==> src/design/wtd_pkg.sv <==
package wtd_pkg;

  // Command codes carried on the input stream.
  localparam logic [1:0] CMD_READY  = 2'd0;
  localparam logic [1:0] CMD_RESULT = 2'd1;
  localparam logic [1:0] CMD_TASK   = 2'd2;
  localparam logic [1:0] CMD_TICK   = 2'd3;

  // Result kinds.
  localparam logic [2:0] KIND_SENT_NEW   = 3'd0;
  localparam logic [2:0] KIND_SENT_WAIT  = 3'd1;
  localparam logic [2:0] KIND_RESENT     = 3'd2;
  localparam logic [2:0] KIND_TIMEOUT    = 3'd3;
  localparam logic [2:0] KIND_QUEUED     = 3'd4;
  localparam logic [2:0] KIND_DROPPED    = 3'd5;
  localparam logic [2:0] KIND_READY_FULL = 3'd6;

  localparam int RUN_DEPTH = 16;
  localparam int RUN_IW    = $clog2(RUN_DEPTH);
  localparam int MAX_RES   = 16;
  localparam int RES_CW    = $clog2(MAX_RES + 1);

  localparam int DEF_IDLE_DEPTH  = 16;
  localparam int DEF_TASK_DEPTH  = 16;
  localparam int DEF_WORKER_BITS = 8;
  localparam int DEF_TAG_BITS    = 16;

  localparam logic [30:0] TIMEOUT_RESET = 31'd10000;

  localparam logic [2:0] REG_TIMEOUT = 3'd0;

  // Per-entry commands for the running table.
  typedef struct packed {
    logic alloc;
    logic free;
    logic restamp;
    logic rework;
  } run_ctl_t;

endpackage

==> src/design/worker_task_dispatcher.sv <==
// Worker/task dispatcher.
// Input stream (in_*): one transfer carries a command: worker ready, worker
// result, new task or time tick, with a worker id and a task tag.
// Output stream (out_*): the results caused by one command, in order; tlast
// marks the final result of that command. A command may cause no result.
// Configuration (cfg_*): APB-style port with one register, timeout_ticks, at
// address 0; write it only while the block is idle.
// Timing: commands are handled one at a time by a sequencer. A ready or result
// event queues the worker, then dispatches waiting tasks to idle workers. A
// tick runs the timeout scan, which visits the sixteen running-table cells one
// per cycle unless an expired entry waits for the output. The final result is
// held back in a pending register until its tlast value is known.
// Idle workers and waiting tasks live in chains of cells that shift toward
// the head on every pop.
// Reset clears the queue counts, the running table and the clock; timeout
// returns to 10000. When the receiver stalls, the sequencer waits with its
// state frozen; nothing is lost and in_tready stays low until it finishes.
module worker_task_dispatcher import wtd_pkg::*; #(
  parameter int IDLE_DEPTH  = DEF_IDLE_DEPTH,
  parameter int TASK_DEPTH  = DEF_TASK_DEPTH,
  parameter int WORKER_BITS = DEF_WORKER_BITS,
  parameter int TAG_BITS    = DEF_TAG_BITS
) (
  input  logic        clk,
  input  logic        rst_n,
  // in_tdata fields from bit 0: cmd[1:0], worker_id[9:2], task_tag[25:10], zero.
  input  logic [31:0] in_tdata,
  input  logic        in_tvalid,
  output logic        in_tready,
  // out_tdata fields from bit 0: kind[2:0], worker_id_out[10:3],
  // task_tag_out[26:11], old_worker[34:27], untracked[35], zero.
  output logic [39:0] out_tdata,
  output logic        out_tvalid,
  input  logic        out_tready,
  output logic        out_tlast,
  input  logic        cfg_psel,
  input  logic        cfg_penable,
  input  logic        cfg_pwrite,
  input  logic [2:0]  cfg_paddr,
  input  logic [31:0] cfg_pwdata,
  output logic [31:0] cfg_prdata,
  output logic        cfg_pready
);

  localparam int ICW = $clog2(IDLE_DEPTH + 1);
  localparam int TCW = $clog2(TASK_DEPTH + 1);

  localparam logic [2:0] ST_IDLE  = 3'd0;
  localparam logic [2:0] ST_EXEC  = 3'd1;
  localparam logic [2:0] ST_READY = 3'd2;
  localparam logic [2:0] ST_DISP  = 3'd3;
  localparam logic [2:0] ST_SCAN  = 3'd4;
  localparam logic [2:0] ST_FIN   = 3'd5;

  typedef struct packed {
    logic [2:0]             kind;
    logic [WORKER_BITS-1:0] worker;
    logic [TAG_BITS-1:0]    tag;
    logic [WORKER_BITS-1:0] old;
    logic                   untr;
  } res_t;

  // Configuration register. pready is tied high, so writes complete in the
  // access phase.
  logic [30:0] timeout_r;
  wire cfg_wr = cfg_psel && cfg_penable && cfg_pwrite;

  always_ff @(posedge clk) begin
    if (!rst_n) begin
      timeout_r <= TIMEOUT_RESET;
    end else if (cfg_wr && (cfg_paddr == REG_TIMEOUT)) begin
      timeout_r <= cfg_pwdata[30:0];
    end
  end

  assign cfg_pready = 1'b1;
  assign cfg_prdata = (cfg_paddr == REG_TIMEOUT) ? {1'b0, timeout_r} : 32'd0;

  // Sequencer state and the latched command.
  logic [2:0]             st_r, st_nxt;
  logic [RES_CW-1:0]      n_r, n_nxt;
  logic [RUN_IW-1:0]      idx_r, idx_nxt;
  logic [31:0]            now_r, now_nxt;
  logic [1:0]             cmd_r;
  logic [WORKER_BITS-1:0] w_r;
  logic [TAG_BITS-1:0]    t_r;

  // Idle-worker and waiting-task chains.
  logic                   idle_push, idle_pop, idle_hit;
  logic [WORKER_BITS-1:0] idle_head;
  logic [ICW-1:0]         idle_cnt;
  logic                   task_push, task_pop;
  logic [TAG_BITS-1:0]    task_head;
  logic [TCW-1:0]         task_cnt;

  wtd_fifo #(.DEPTH(IDLE_DEPTH), .W(WORKER_BITS)) u_idle (
    .clk      (clk),
    .rst_n    (rst_n),
    .push     (idle_push),
    .pop      (idle_pop),
    .push_data(w_r),
    .key      (w_r),
    .head     (idle_head),
    .count    (idle_cnt),
    .hit      (idle_hit)
  );

  wtd_fifo #(.DEPTH(TASK_DEPTH), .W(TAG_BITS)) u_task (
    .clk      (clk),
    .rst_n    (rst_n),
    .push     (task_push),
    .pop      (task_pop),
    .push_data(t_r),
    .key      ({TAG_BITS{1'b0}}),
    .head     (task_head),
    .count    (task_cnt),
    .hit      ()
  );

  // Running table: one cell per entry.
  run_ctl_t               run_ctl    [RUN_DEPTH];
  logic                   run_valid  [RUN_DEPTH];
  logic [WORKER_BITS-1:0] run_worker [RUN_DEPTH];
  logic [TAG_BITS-1:0]    run_task   [RUN_DEPTH];
  logic [31:0]            run_start  [RUN_DEPTH];
  logic                   run_hit    [RUN_DEPTH];
  logic [TAG_BITS-1:0]    run_wr_task;

  for (genvar i = 0; i < RUN_DEPTH; i++) begin : g_run
    wtd_run_cell #(.WB(WORKER_BITS), .TB(TAG_BITS)) u_cell (
      .clk      (clk),
      .rst_n    (rst_n),
      .ctl      (run_ctl[i]),
      .wr_worker(idle_head),
      .wr_task  (run_wr_task),
      .stamp    (now_r),
      .key      (w_r),
      .valid    (run_valid[i]),
      .worker   (run_worker[i]),
      .tsk      (run_task[i]),
      .start    (run_start[i]),
      .hit      (run_hit[i])
    );
  end

  // Lowest free entry for a new dispatch and lowest entry of the reporting
  // worker for a result event.
  logic [RUN_IW-1:0] free_idx, own_idx;
  logic              free_found, own_found;

  always_comb begin
    free_idx   = '0;
    free_found = 1'b0;
    own_idx    = '0;
    own_found  = 1'b0;
    for (int i = RUN_DEPTH - 1; i >= 0; i--) begin
      if (!run_valid[i]) begin
        free_idx   = RUN_IW'(i);
        free_found = 1'b1;
      end
      if (run_hit[i]) begin
        own_idx   = RUN_IW'(i);
        own_found = 1'b1;
      end
    end
  end

  // The entry under the timeout scan.
  wire [31:0] sel_age     = now_r - run_start[idx_r];
  wire        sel_expired = run_valid[idx_r] && (sel_age > {1'b0, timeout_r});

  // Output register plus one held-back result whose tlast is still open.
  res_t out_r, out_nxt, pend_r, pend_nxt, emit_res;
  logic out_v_r, out_v_nxt, out_last_r, out_last_nxt, pend_v_r, pend_v_nxt;
  logic emit, fin_move;

  wire out_free = !out_v_r || out_tready;
  wire can_emit = !pend_v_r || out_free;

  always_comb begin
    st_nxt      = st_r;
    idx_nxt     = idx_r;
    now_nxt     = now_r;
    idle_push   = 1'b0;
    idle_pop    = 1'b0;
    task_push   = 1'b0;
    task_pop    = 1'b0;
    run_wr_task = t_r;
    emit        = 1'b0;
    emit_res    = '0;
    fin_move    = 1'b0;
    for (int i = 0; i < RUN_DEPTH; i++) begin
      run_ctl[i] = '0;
    end

    case (st_r)
      ST_IDLE: begin
        if (in_tvalid) begin
          st_nxt = ST_EXEC;
        end
      end
      ST_EXEC: begin
        case (cmd_r)
          CMD_READY: begin
            st_nxt = ST_READY;
          end
          CMD_RESULT: begin
            if (own_found) begin
              run_ctl[own_idx].free = 1'b1;
            end
            st_nxt = ST_READY;
          end
          CMD_TASK: begin
            if (can_emit) begin
              emit         = 1'b1;
              emit_res.tag = t_r;
              if (idle_cnt != '0) begin
                idle_pop        = 1'b1;
                run_ctl[free_idx].alloc = free_found;
                emit_res.kind   = KIND_SENT_NEW;
                emit_res.worker = idle_head;
                emit_res.untr   = !free_found;
              end else if (task_cnt < TCW'(TASK_DEPTH)) begin
                task_push     = 1'b1;
                emit_res.kind = KIND_QUEUED;
              end else begin
                emit_res.kind = KIND_DROPPED;
              end
              st_nxt = ST_FIN;
            end
          end
          default: begin
            now_nxt = now_r + 32'd1;
            idx_nxt = '0;
            st_nxt  = ST_SCAN;
          end
        endcase
      end
      ST_READY: begin
        // A worker already waiting is not queued twice and reports nothing.
        if (idle_hit) begin
          st_nxt = ST_DISP;
        end else if (idle_cnt < ICW'(IDLE_DEPTH)) begin
          idle_push = 1'b1;
          st_nxt    = ST_DISP;
        end else if (can_emit) begin
          emit            = 1'b1;
          emit_res.kind   = KIND_READY_FULL;
          emit_res.worker = w_r;
          st_nxt          = ST_DISP;
        end
      end
      ST_DISP: begin
        if ((idle_cnt != '0) && (task_cnt != '0) && (n_r < RES_CW'(MAX_RES))) begin
          if (can_emit) begin
            idle_pop    = 1'b1;
            task_pop    = 1'b1;
            run_wr_task = task_head;
            run_ctl[free_idx].alloc = free_found;
            emit            = 1'b1;
            emit_res.kind   = KIND_SENT_WAIT;
            emit_res.worker = idle_head;
            emit_res.tag    = task_head;
            emit_res.untr   = !free_found;
          end
        end else begin
          st_nxt = ST_FIN;
        end
      end
      ST_SCAN: begin
        if (!sel_expired || can_emit) begin
          if (sel_expired) begin
            emit                     = 1'b1;
            run_ctl[idx_r].restamp   = 1'b1;
            emit_res.tag             = run_task[idx_r];
            emit_res.old             = run_worker[idx_r];
            if (idle_cnt != '0) begin
              idle_pop               = 1'b1;
              run_ctl[idx_r].rework  = 1'b1;
              emit_res.kind          = KIND_RESENT;
              emit_res.worker        = idle_head;
            end else begin
              emit_res.kind          = KIND_TIMEOUT;
            end
          end
          if (idx_r == RUN_IW'(RUN_DEPTH - 1)) begin
            st_nxt = ST_FIN;
          end else begin
            idx_nxt = idx_r + RUN_IW'(1);
          end
        end
      end
      ST_FIN: begin
        if (!pend_v_r) begin
          st_nxt = ST_IDLE;
        end else if (out_free) begin
          fin_move = 1'b1;
          st_nxt   = ST_IDLE;
        end
      end
      default: begin
        st_nxt = ST_IDLE;
      end
    endcase

    if (st_r == ST_IDLE) begin
      n_nxt = '0;
    end else begin
      n_nxt = n_r + RES_CW'(emit);
    end

    // A new result pushes the held one out with tlast low; at the end the
    // held one leaves with tlast high.
    out_nxt      = out_r;
    out_last_nxt = out_last_r;
    out_v_nxt    = out_v_r && !out_tready;
    pend_nxt     = pend_r;
    pend_v_nxt   = pend_v_r;
    if (emit) begin
      if (pend_v_r) begin
        out_nxt      = pend_r;
        out_last_nxt = 1'b0;
        out_v_nxt    = 1'b1;
      end
      pend_nxt   = emit_res;
      pend_v_nxt = 1'b1;
    end else if (fin_move) begin
      out_nxt      = pend_r;
      out_last_nxt = 1'b1;
      out_v_nxt    = 1'b1;
      pend_v_nxt   = 1'b0;
    end
  end

  always_ff @(posedge clk) begin
    if (!rst_n) begin
      st_r     <= ST_IDLE;
      n_r      <= '0;
      idx_r    <= '0;
      now_r    <= '0;
      out_v_r  <= 1'b0;
      pend_v_r <= 1'b0;
    end else begin
      st_r     <= st_nxt;
      n_r      <= n_nxt;
      idx_r    <= idx_nxt;
      now_r    <= now_nxt;
      out_v_r  <= out_v_nxt;
      pend_v_r <= pend_v_nxt;
    end
  end

  always_ff @(posedge clk) begin
    out_r      <= out_nxt;
    out_last_r <= out_last_nxt;
    pend_r     <= pend_nxt;
    if (in_tvalid && in_tready) begin
      cmd_r <= in_tdata[1:0];
      w_r   <= WORKER_BITS'(in_tdata[9:2]);
      t_r   <= TAG_BITS'(in_tdata[25:10]);
    end
  end

  assign in_tready  = (st_r == ST_IDLE);
  assign out_tvalid = out_v_r;
  assign out_tlast  = out_last_r;

  logic [31:0] o_worker32, o_tag32, o_old32;
  assign o_worker32 = 32'(out_r.worker);
  assign o_tag32    = 32'(out_r.tag);
  assign o_old32    = 32'(out_r.old);
  assign out_tdata  = {4'd0, out_r.untr, o_old32[7:0], o_tag32[15:0],
                       o_worker32[7:0], out_r.kind};

  // Queue counts never pass their depths.
  a_idle_cnt: assert property (@(posedge clk) disable iff (!rst_n)
    idle_cnt <= ICW'(IDLE_DEPTH))
    else $error("idle count beyond depth");

  a_task_cnt: assert property (@(posedge clk) disable iff (!rst_n)
    task_cnt <= TCW'(TASK_DEPTH))
    else $error("task count beyond depth");

  // No held-back result survives the end of a command.
  a_pend_idle: assert property (@(posedge clk) disable iff (!rst_n)
    (st_r == ST_IDLE) |-> !pend_v_r)
    else $error("result left pending while idle");

  // A taken command blocks the input in the next cycle.
  a_busy: assert property (@(posedge clk) disable iff (!rst_n)
    (in_tvalid && in_tready) |=> !in_tready)
    else $error("input accepted while busy");

endmodule

==> src/design/wtd_fifo_cell.sv <==
module wtd_fifo_cell import wtd_pkg::*; #(
  parameter int W = 8
) (
  input  logic         clk,
  input  logic         shift,
  input  logic         load,
  input  logic [W-1:0] load_data,
  input  logic [W-1:0] next_data,
  input  logic [W-1:0] key,
  output logic [W-1:0] data,
  output logic         match
);

  logic [W-1:0] data_r;

  // A pop moves every entry one place toward the head.
  always_ff @(posedge clk) begin
    if (shift) begin
      data_r <= next_data;
    end else if (load) begin
      data_r <= load_data;
    end
  end

  assign data  = data_r;
  assign match = (data_r == key);

endmodule

==> src/design/wtd_fifo.sv <==
module wtd_fifo import wtd_pkg::*; #(
  parameter int DEPTH = 16,
  parameter int W     = 8,
  parameter int CW    = $clog2(DEPTH + 1)
) (
  input  logic          clk,
  input  logic          rst_n,
  input  logic          push,
  input  logic          pop,
  input  logic [W-1:0]  push_data,
  input  logic [W-1:0]  key,
  output logic [W-1:0]  head,
  output logic [CW-1:0] count,
  output logic          hit
);

  logic [CW-1:0]    count_r, count_nxt;
  logic [W-1:0]     cdata [DEPTH];
  logic [DEPTH-1:0] cmatch;
  logic [DEPTH-1:0] inuse;

  for (genvar i = 0; i < DEPTH; i++) begin : g_cell
    logic [W-1:0] nb;
    if (i == DEPTH - 1) begin : g_end
      assign nb = cdata[i];
    end else begin : g_mid
      assign nb = cdata[i+1];
    end
    assign inuse[i] = (CW'(i) < count_r);
    wtd_fifo_cell #(.W(W)) u_cell (
      .clk      (clk),
      .shift    (pop),
      .load     (push && (count_r == CW'(i))),
      .load_data(push_data),
      .next_data(nb),
      .key      (key),
      .data     (cdata[i]),
      .match    (cmatch[i])
    );
  end

  always_comb begin
    count_nxt = count_r;
    if (push) begin
      count_nxt = count_r + CW'(1);
    end else if (pop) begin
      count_nxt = count_r - CW'(1);
    end
  end

  always_ff @(posedge clk) begin
    if (!rst_n) begin
      count_r <= '0;
    end else begin
      count_r <= count_nxt;
    end
  end

  assign head  = cdata[0];
  assign count = count_r;
  assign hit   = |(cmatch & inuse);

endmodule

==> src/design/wtd_run_cell.sv <==
module wtd_run_cell import wtd_pkg::*; #(
  parameter int WB = 8,
  parameter int TB = 16
) (
  input  logic          clk,
  input  logic          rst_n,
  input  run_ctl_t      ctl,
  input  logic [WB-1:0] wr_worker,
  input  logic [TB-1:0] wr_task,
  input  logic [31:0]   stamp,
  input  logic [WB-1:0] key,
  output logic          valid,
  output logic [WB-1:0] worker,
  output logic [TB-1:0] tsk,
  output logic [31:0]   start,
  output logic          hit
);

  logic          valid_r;
  logic [WB-1:0] worker_r;
  logic [TB-1:0] task_r;
  logic [31:0]   start_r;

  always_ff @(posedge clk) begin
    if (!rst_n) begin
      valid_r <= 1'b0;
    end else if (ctl.alloc) begin
      valid_r <= 1'b1;
    end else if (ctl.free) begin
      valid_r <= 1'b0;
    end
  end

  always_ff @(posedge clk) begin
    if (ctl.alloc || ctl.rework) begin
      worker_r <= wr_worker;
    end
    if (ctl.alloc) begin
      task_r <= wr_task;
    end
    if (ctl.alloc || ctl.restamp) begin
      start_r <= stamp;
    end
  end

  assign valid  = valid_r;
  assign worker = worker_r;
  assign tsk    = task_r;
  assign start  = start_r;
  assign hit    = valid_r && (worker_r == key);

endmodule
==> config.mk <==
export PLATFORM = sky130hd
export DESIGN_NAME = worker_task_dispatcher
export DESIGN_NICKNAME = d
export VERILOG_FILES = /design/src/design/wtd_pkg.sv /design/src/design/worker_task_dispatcher.sv /design/src/design/wtd_fifo_cell.sv /design/src/design/wtd_fifo.sv /design/src/design/wtd_run_cell.sv
export SDC_FILE = /design/constraint.sdc
export NUM_CORES = 2
export LEC_CHECK = 0
export BUFFER_PORTS_ARGS = -buffer_cell sky130_fd_sc_hd__buf_2
export CAP_MARGIN = 5
export CORE_UTILIZATION = 45
export CTS_CLUSTER_DIAMETER = 60
export DETAILED_ROUTE_END_ITERATION = 7
export PLACE_DENSITY = 0.68
export RECOVER_POWER = 50
export SYNTH_ARGS = -nofsm -noshare
export SYNTH_HDL_FRONTEND = slang
export SYNTH_SLANG_ARGS = --single-unit
==> constraint.sdc <==
create_clock -name clk -period 13.51 [get_ports clk]
set_input_delay 2.702 -clock clk [delete_from_list [all_inputs] [get_ports clk]]
set_output_delay 2.702 -clock clk [all_outputs]
set_load 0.05 [all_outputs]
[Word-level counts from Yosys, hierarchy flattened]
Index checks and enable logic that the tools add are counted.
Cells by class
  add/sub/neg operators: 8
  reduce and logical (&&, ||, !) cells: 167
  muxes and demuxes: 269
  bitwise logic cells: 9
  div/mod/pow operators: 0
  shifts and indexed selects: 0
  $lt $le $gt $ge: 26
  multipliers: 0
  equal/unequal tests: 80
Operator list (count)
  $mux W16: 35
  $mux W64: 7
  $mux W8: 33
  $eq A8 B8 Y1: 32
  $pmux W64 S3: 1
  $mux W4: 36
  $bmux W32 S4: 1
  $pmux W64 S2: 1
  $mux W36: 3
  $mux W1: 106
  $reduce_bool A2 Y1: 50
  $eq A5 B4 Y1 const B: 16
  $mux W34: 2
  $and A64 B64 Y64: 1
  $bmux W16 S4: 1
  $bwmux W64: 1
  $demux W4 S4: 4
  $mux W32: 2
  $mux W63: 1
  $logic_and A1 B1 Y1: 59
  $mux W27: 2
  $mux W25: 2
  $pmux W16 S3: 1
  $pmux W11 S4: 1
  other kinds (55): 161
Word-level totals
  memories kept: 0
  flip-flop bits (word level): 1482
  input port bits: 74
  word-level logic and storage cells: 678
  bits in latches: 0
  bits in read-only memories: 0
  bits in writable memories: 0
  output and inout port bits: 76

[Logic depth before layout (Yosys ltp)]
  depth in word-level cells: 28
  gate-level depth with buffers: 34
  gate-level depth less buffers: 29

[Hierarchy]
Synthesis repeated with hierarchy kept, for this count alone.
Second synthesis, totals
  cells, all modules: 4224
  area total of the unflattened synthesis: 69755.7 um^2
Modules (own cells, without submodules)
  wtd_run_cell: sequential area each 1701.6 um^2, times used 16, cells each 73, area each 1823.0 um^2
  worker_task_dispatcher: sequential area each 4514.3 um^2, times used 1, cells each 1503, area each 17206.5 um^2
  wtd_fifo_cell (u_task.g_cell[0].u_cell ...): sequential area each 480.5 um^2, times used 16, cells each 56, area each 909.6 um^2
  wtd_fifo_cell (u_idle.g_cell[0].u_cell ...): sequential area each 240.2 um^2, times used 16, cells each 29, area each 464.2 um^2
  wtd_fifo (u_task): sequential area each 100.1 um^2, times used 1, cells each 97, area each 704.4 um^2
  wtd_fifo (u_idle): sequential area each 100.1 um^2, times used 1, cells each 96, area each 695.7 um^2

[Worst setup path after synthesis]
No wires, ideal clock.
  path kind: flip-flop to flip-flop
  start point: register idx_r[0]
  end point: register g_run[1].u_cell.worker_r[0] (enable)
  arrival: 10378 ps
  stages on the path, launching flop included: 28
  clock period less this slack: 10712 ps
  path slack: 2798 ps
  buffers on the path: 4
  setup time: 334 ps
  cells stage by stage: dfxtp_1 -> buf_2 -> buf_1 -> buf_1 -> mux4_2 -> mux4_2 -> inv_1 -> ha_1 -> a211oi_1 -> o21ai_0 -> a2111oi_0 -> nor3_1 -> o221ai_1 -> nor2_1 -> a211oi_1 -> a21oi_1 -> xor2_1 -> ha_1 -> nand4_1 -> nor4_1 -> a211oi_1 -> o221ai_1 -> o211a_1 -> and2_1 -> nor2_1 -> buf_2 -> o41ai_1 -> and2_1
On the way
  word-level cells in the longest chain between the ends: 12
  elaborated cells on any way between the ends: 23
Ends and longest elaborated chain
  start: declaration: RTL line worker_task_dispatcher.sv:82  | logic [RUN_IW-1:0] idx_r, idx_nxt;
  start signal: assignment: RTL line worker_task_dispatcher.sv:346  | idx_r <= idx_nxt;
  $not A4 Y5 (not written as such) (*): RTL line worker_task_dispatcher.sv:169, worker_task_dispatcher.sv:170, worker_task_dispatcher.sv:279
  $bmux W32 S4: RTL line worker_task_dispatcher.sv:169  | wire [31:0] sel_age = now_r - run_start[idx_r];
  $mux W32 (not written as such) (2 in a row): RTL line worker_task_dispatcher.sv:169
  $sub A32 B32 Y32: RTL line worker_task_dispatcher.sv:169
  $gt A32 B31 Y1: RTL line worker_task_dispatcher.sv:170  | wire sel_expired = run_valid[idx_r] && (sel_age > {1'b0, timeout_r});
  $logic_and A1 B1 Y1: RTL line worker_task_dispatcher.sv:170
  $logic_not A1 Y1: RTL line worker_task_dispatcher.sv:271  | if (!sel_expired || can_emit) begin
  $logic_or A1 B1 Y1: RTL line worker_task_dispatcher.sv:271
  $mux W64 (*): RTL line worker_task_dispatcher.sv:271
  $pmux W64 S3 (*): RTL line worker_task_dispatcher.sv:196  | case (st_r)
  $logic_or A1 B1 Y1 (*): RTL line wtd_run_cell.sv:35  | if (ctl.alloc || ctl.rework) begin
  end signal: assignment: RTL line wtd_run_cell.sv:36  | worker_r <= wr_worker;
  end: declaration: RTL line wtd_run_cell.sv:20  | logic [WB-1:0] worker_r;
Mark *: on every way between the ends. The rest lies on a longest branch, timed or not. The select of a mux whose other input is x is not followed.
A chain may end at the register's enable or synchronous reset.

[Worst setup path after layout]
  start point: input out_tready
  end point: register g_run[0].u_cell.task_r[3] (data pin)
On the way
  word-level cells in the longest chain between the ends: 5
Ends and longest elaborated chain
  start: declaration: RTL line worker_task_dispatcher.sv:34  | input logic out_tready,
  $logic_or A1 B1 Y1: RTL line worker_task_dispatcher.sv:177  | wire out_free = !out_v_r || out_tready;
  $logic_or A1 B1 Y1: RTL line worker_task_dispatcher.sv:178  | wire can_emit = !pend_v_r || out_free;
  $mux W16: RTL line worker_task_dispatcher.sv:255  | if (can_emit) begin
  $mux W16: RTL line worker_task_dispatcher.sv:254  | if ((idle_cnt != '0) && (task_cnt != '0) && (n_r < RES_CW'(MAX_RES))) begin
  $mux W16: RTL line worker_task_dispatcher.sv:196
  net g_run[0].u_cell.wr_task[3]: RTL line wtd_run_cell.sv:9  | input logic [TB-1:0] wr_task,
  end signal: assignment: RTL line wtd_run_cell.sv:39  | task_r <= wr_task;
  end: declaration: RTL line wtd_run_cell.sv:21  | logic [TB-1:0] task_r;
The timed path passes the listed nets, and every way through them passes these cells.

==> results_dict.tcl <==
set metrics [dict create \
    violations "capacitance limit, slew limit" \
    ir_drop_v 0.0001107 \
    grt_max_degree 105 \
    core-area_sq_um 140000 \
    ys_seq_area_share_pct 68.14 \
    grt_pass1_vias 34720 \
    drv_cap 20 \
    drtIter0Drc 3877 \
    ctsHoldBuffers 0 \
    final_common_cell "edfxtp_1" \
    finClkSkew_ps 45.22 \
    ys_warn_count 0 \
    ys.flop_type "edfxtp_1" \
    most-common-layout-cells "edfxtp_1 (1379), a21o_1 (395), mux4_2 (281)" \
    hpwl_mm 87.91 \
    die_area_sq_um 143300 \
    drive_above_1_share_pct 16.97 \
    postLayoutCellArea_sq_um 71610 \
    outcome "finished, violations left" \
    h-tree-depth 4 \
    worst_pin_slew_ps 4974 \
    syn_inst 3935 \
    rsz0062_at_grt "no" \
    post-route-drc-count 0 \
    routed_wl_mm 149.0 \
    boundaryPins 150 \
    finalSetupTns_ps 0 \
    nets 4218 \
    track_usage_pct 21.00 \
    hold_viol_final 0 \
    p_total_mw 10.18 \
    synthesis.area_sq_um 63800 \
    crit_fanout 104 \
    ctsResizeCount 0 \
    internal_power_mw 7.879 \
    routedWlPerCell_um 24.56 \
    drv_slew 760 \
    p_sw_mw 2.302 \
    synth_cell_types 79 \
    cts_tree "done" \
    clock_path_buffers 3 \
    min_period_over_period_pct 81.55 \
    worstSetupEndpointType "register" \
    drt.antenna.violating_nets 0 \
    port_buffers 136 \
    worstPathArrival_ps 11530 \
    switching_share_pct 22.61 \
    antenna_found_initial 3 \
    gp_congestion 0.8990 \
    p_comb_share_pct 6.6 \
    synth_edf_count 1379 \
    final_util_pct 51.13 \
    grt_pass1_wl_mm 224.1 \
    post-cts-setup-buffer-count 0 \
    die_h_um 378.5 \
    clockRootBuffer "clkbuf_16" \
    async_flop_share_pct 0 \
    syn_to_final_growth_pct 12.25 \
    ys_ff_latch 1482 \
    dp_cells 5776 \
    hp-class "reg2reg" \
    grt.overflow.total 0 \
    power.density_nw_per_um2 142.2 \
    criticalPathCategory "in2reg" \
    firstDrtPassIters 5 \
    clockPowerShare_pct 42.6 \
    die_w_um 378.5 \
    stdcell_count 6067 \
    row_count 137 \
    cts_made_buffers 155 \
    via_per_inst 5.781 \
    relSlewSlack_pct -231.6 \
    place_area_sq_um 66520 \
    initial_core_util_pct 45.55 \
    fmax_ghz 0.09076 \
    cts_sinks 1482 \
    sequentialPowerShare_pct 50.7 \
    period_minus_slack_ps 11020 \
    p_leak_nw 24.88 \
    clkSlewWorstSetupHoldPaths_ps 60 \
    num-fill-cells 11290 \
    crit_path_start_kind "input pin" \
    dr_total_vias 35080 \
    clkLatencyLatePin_ps 800 \
    crit_required_ps 14030 \
    syn_area_per_cell_sq_um 16.21 \
    setup_viol 0 \
]
## critical path: stages
cell      delay, ps
clkbuf_1        100
nand3b_1        300
and2_0         3570
clkbuf_1       3230
buf_4           980
a21o_1          550
## logic make-up (layout without fill, tap and decap cells)
family,after synthesis,count (layout),share of synthesized area (%)
AOI/OAI and AO/OA,713,713,8.017
muxes,290,290,10.11
xor gates and xnor gates,315,315,4.324
DFF,1482,1482,68.14
other,2,7,0.01177
adders and majority gates,86,86,1.698
and+or+nand+nor,678,678,5.340
buffers and inverters,369,620,2.355
## per-layer routing
metal / share of wire, % / vias up / global-route usage [%]
met5: 0.0087 / - / 0
met4: 1.9 / 2 / 5.469
met3: 7.7 / 182 / 4.101
met2: 47 / 1362 / 33.10
met1: 43 / 18030 / 29.84
li1: - / 15500 / -
## power by group through the flow
| stage | sequential [mW] | combinational, mW | clock [mW] |
|---|---|---|---|
| after CTS | 5.16 | 0.672 | 4.41 |
| after global routing | 5.17 | 0.735 | 4.59 |
| after detailed placement | 5.26 | 0.666 | 0 |
| after floorplan | 5.23 | 0.487 | 0 |
| after global placement | 5.26 | 0.653 | 0 |
| final | 5.17 | 0.677 | 4.34 |
## synth_stat cells, types with 84 or more instances
cell / instances / area share, %
xnor2_1: 159 / 2.2
dfxtp_1: 103 / 3.2
nand2_1: 191 / 1.1
edfxtp_1: 1379 / 65
a21o_1: 395 / 4.6
xor2_1: 156 / 2.1
a21oi_1: 84 / 0.66
inv_1: 118 / 0.69
clkbuf_1: 151 / 0.89
mux4_2: 281 / 9.9
ha_1: 85 / 1.7
nor2_1: 106 / 0.62
## through the flow
| step | hold slack [ps] | setup slack, ps |
|---|---|---|
| after floorplan | 400.3 | 2798 |
| after global placement | 403.6 | 3415 |
| after detailed placement | 404.5 | 3311 |
| after CTS | 415.3 | 3268 |
| after global routing | 419.6 | 1592 |
| final | 415.3 | 2493 |
## state kept, by name, indices dropped and copies added (netlist names), 2 cells and up
| name | flops |
|---|---|
| cmd_r | 2 |
| g_run.u_cell.start | 512 |
| g_run.u_cell.tsk | 256 |
| g_run.u_cell.valid | 16 |
| g_run.u_cell.worker | 128 |
| idx_r | 4 |
| n_r | 5 |
| now_r | 32 |
| out_tdata | 36 |
| pend_r | 36 |
| st_r | 3 |
| t_r | 16 |
| timeout_r | 31 |
| u_idle.count | 5 |
| u_idle.g_cell.u_cell.data | 128 |
| u_task.count | 5 |
| u_task.g_cell.u_cell.data | 256 |
| w_r | 8 |
## worst paths after layout
| check | to | depth (start not counted) | slack, ps | start |
|---|---|---|---|---|
| worst min register to register | out_tdata[33] | 0 | 420 | pend_r[7] |
| worst max-delay path | g_run[0].u_cell.tsk[3] | 6 | 2490 | out_tready |
| worst min-delay path | out_tdata[33] | 0 | 420 | pend_r[7] |
| worst max register to register | g_run[0].u_cell.tsk[3] | 9 | 2770 | u_idle.count[1] |
## final cells by class
type,instances,area [sq um],share of cell area (%)
Antenna cell,1,2.502,0.003494
Sequential cell,1482,43480,60.72
Timing Repair Buffer,211,1102,1.539
Clock inverter,91,1059,1.478
Tap cell,1876,2347,3.278
Multi-Input combinational cell,2088,18960,26.47
Inverter,120,454.2,0.6343
Clock buffer,198,4205,5.872
No activity file was read; power rests on OpenSTA's default activity.
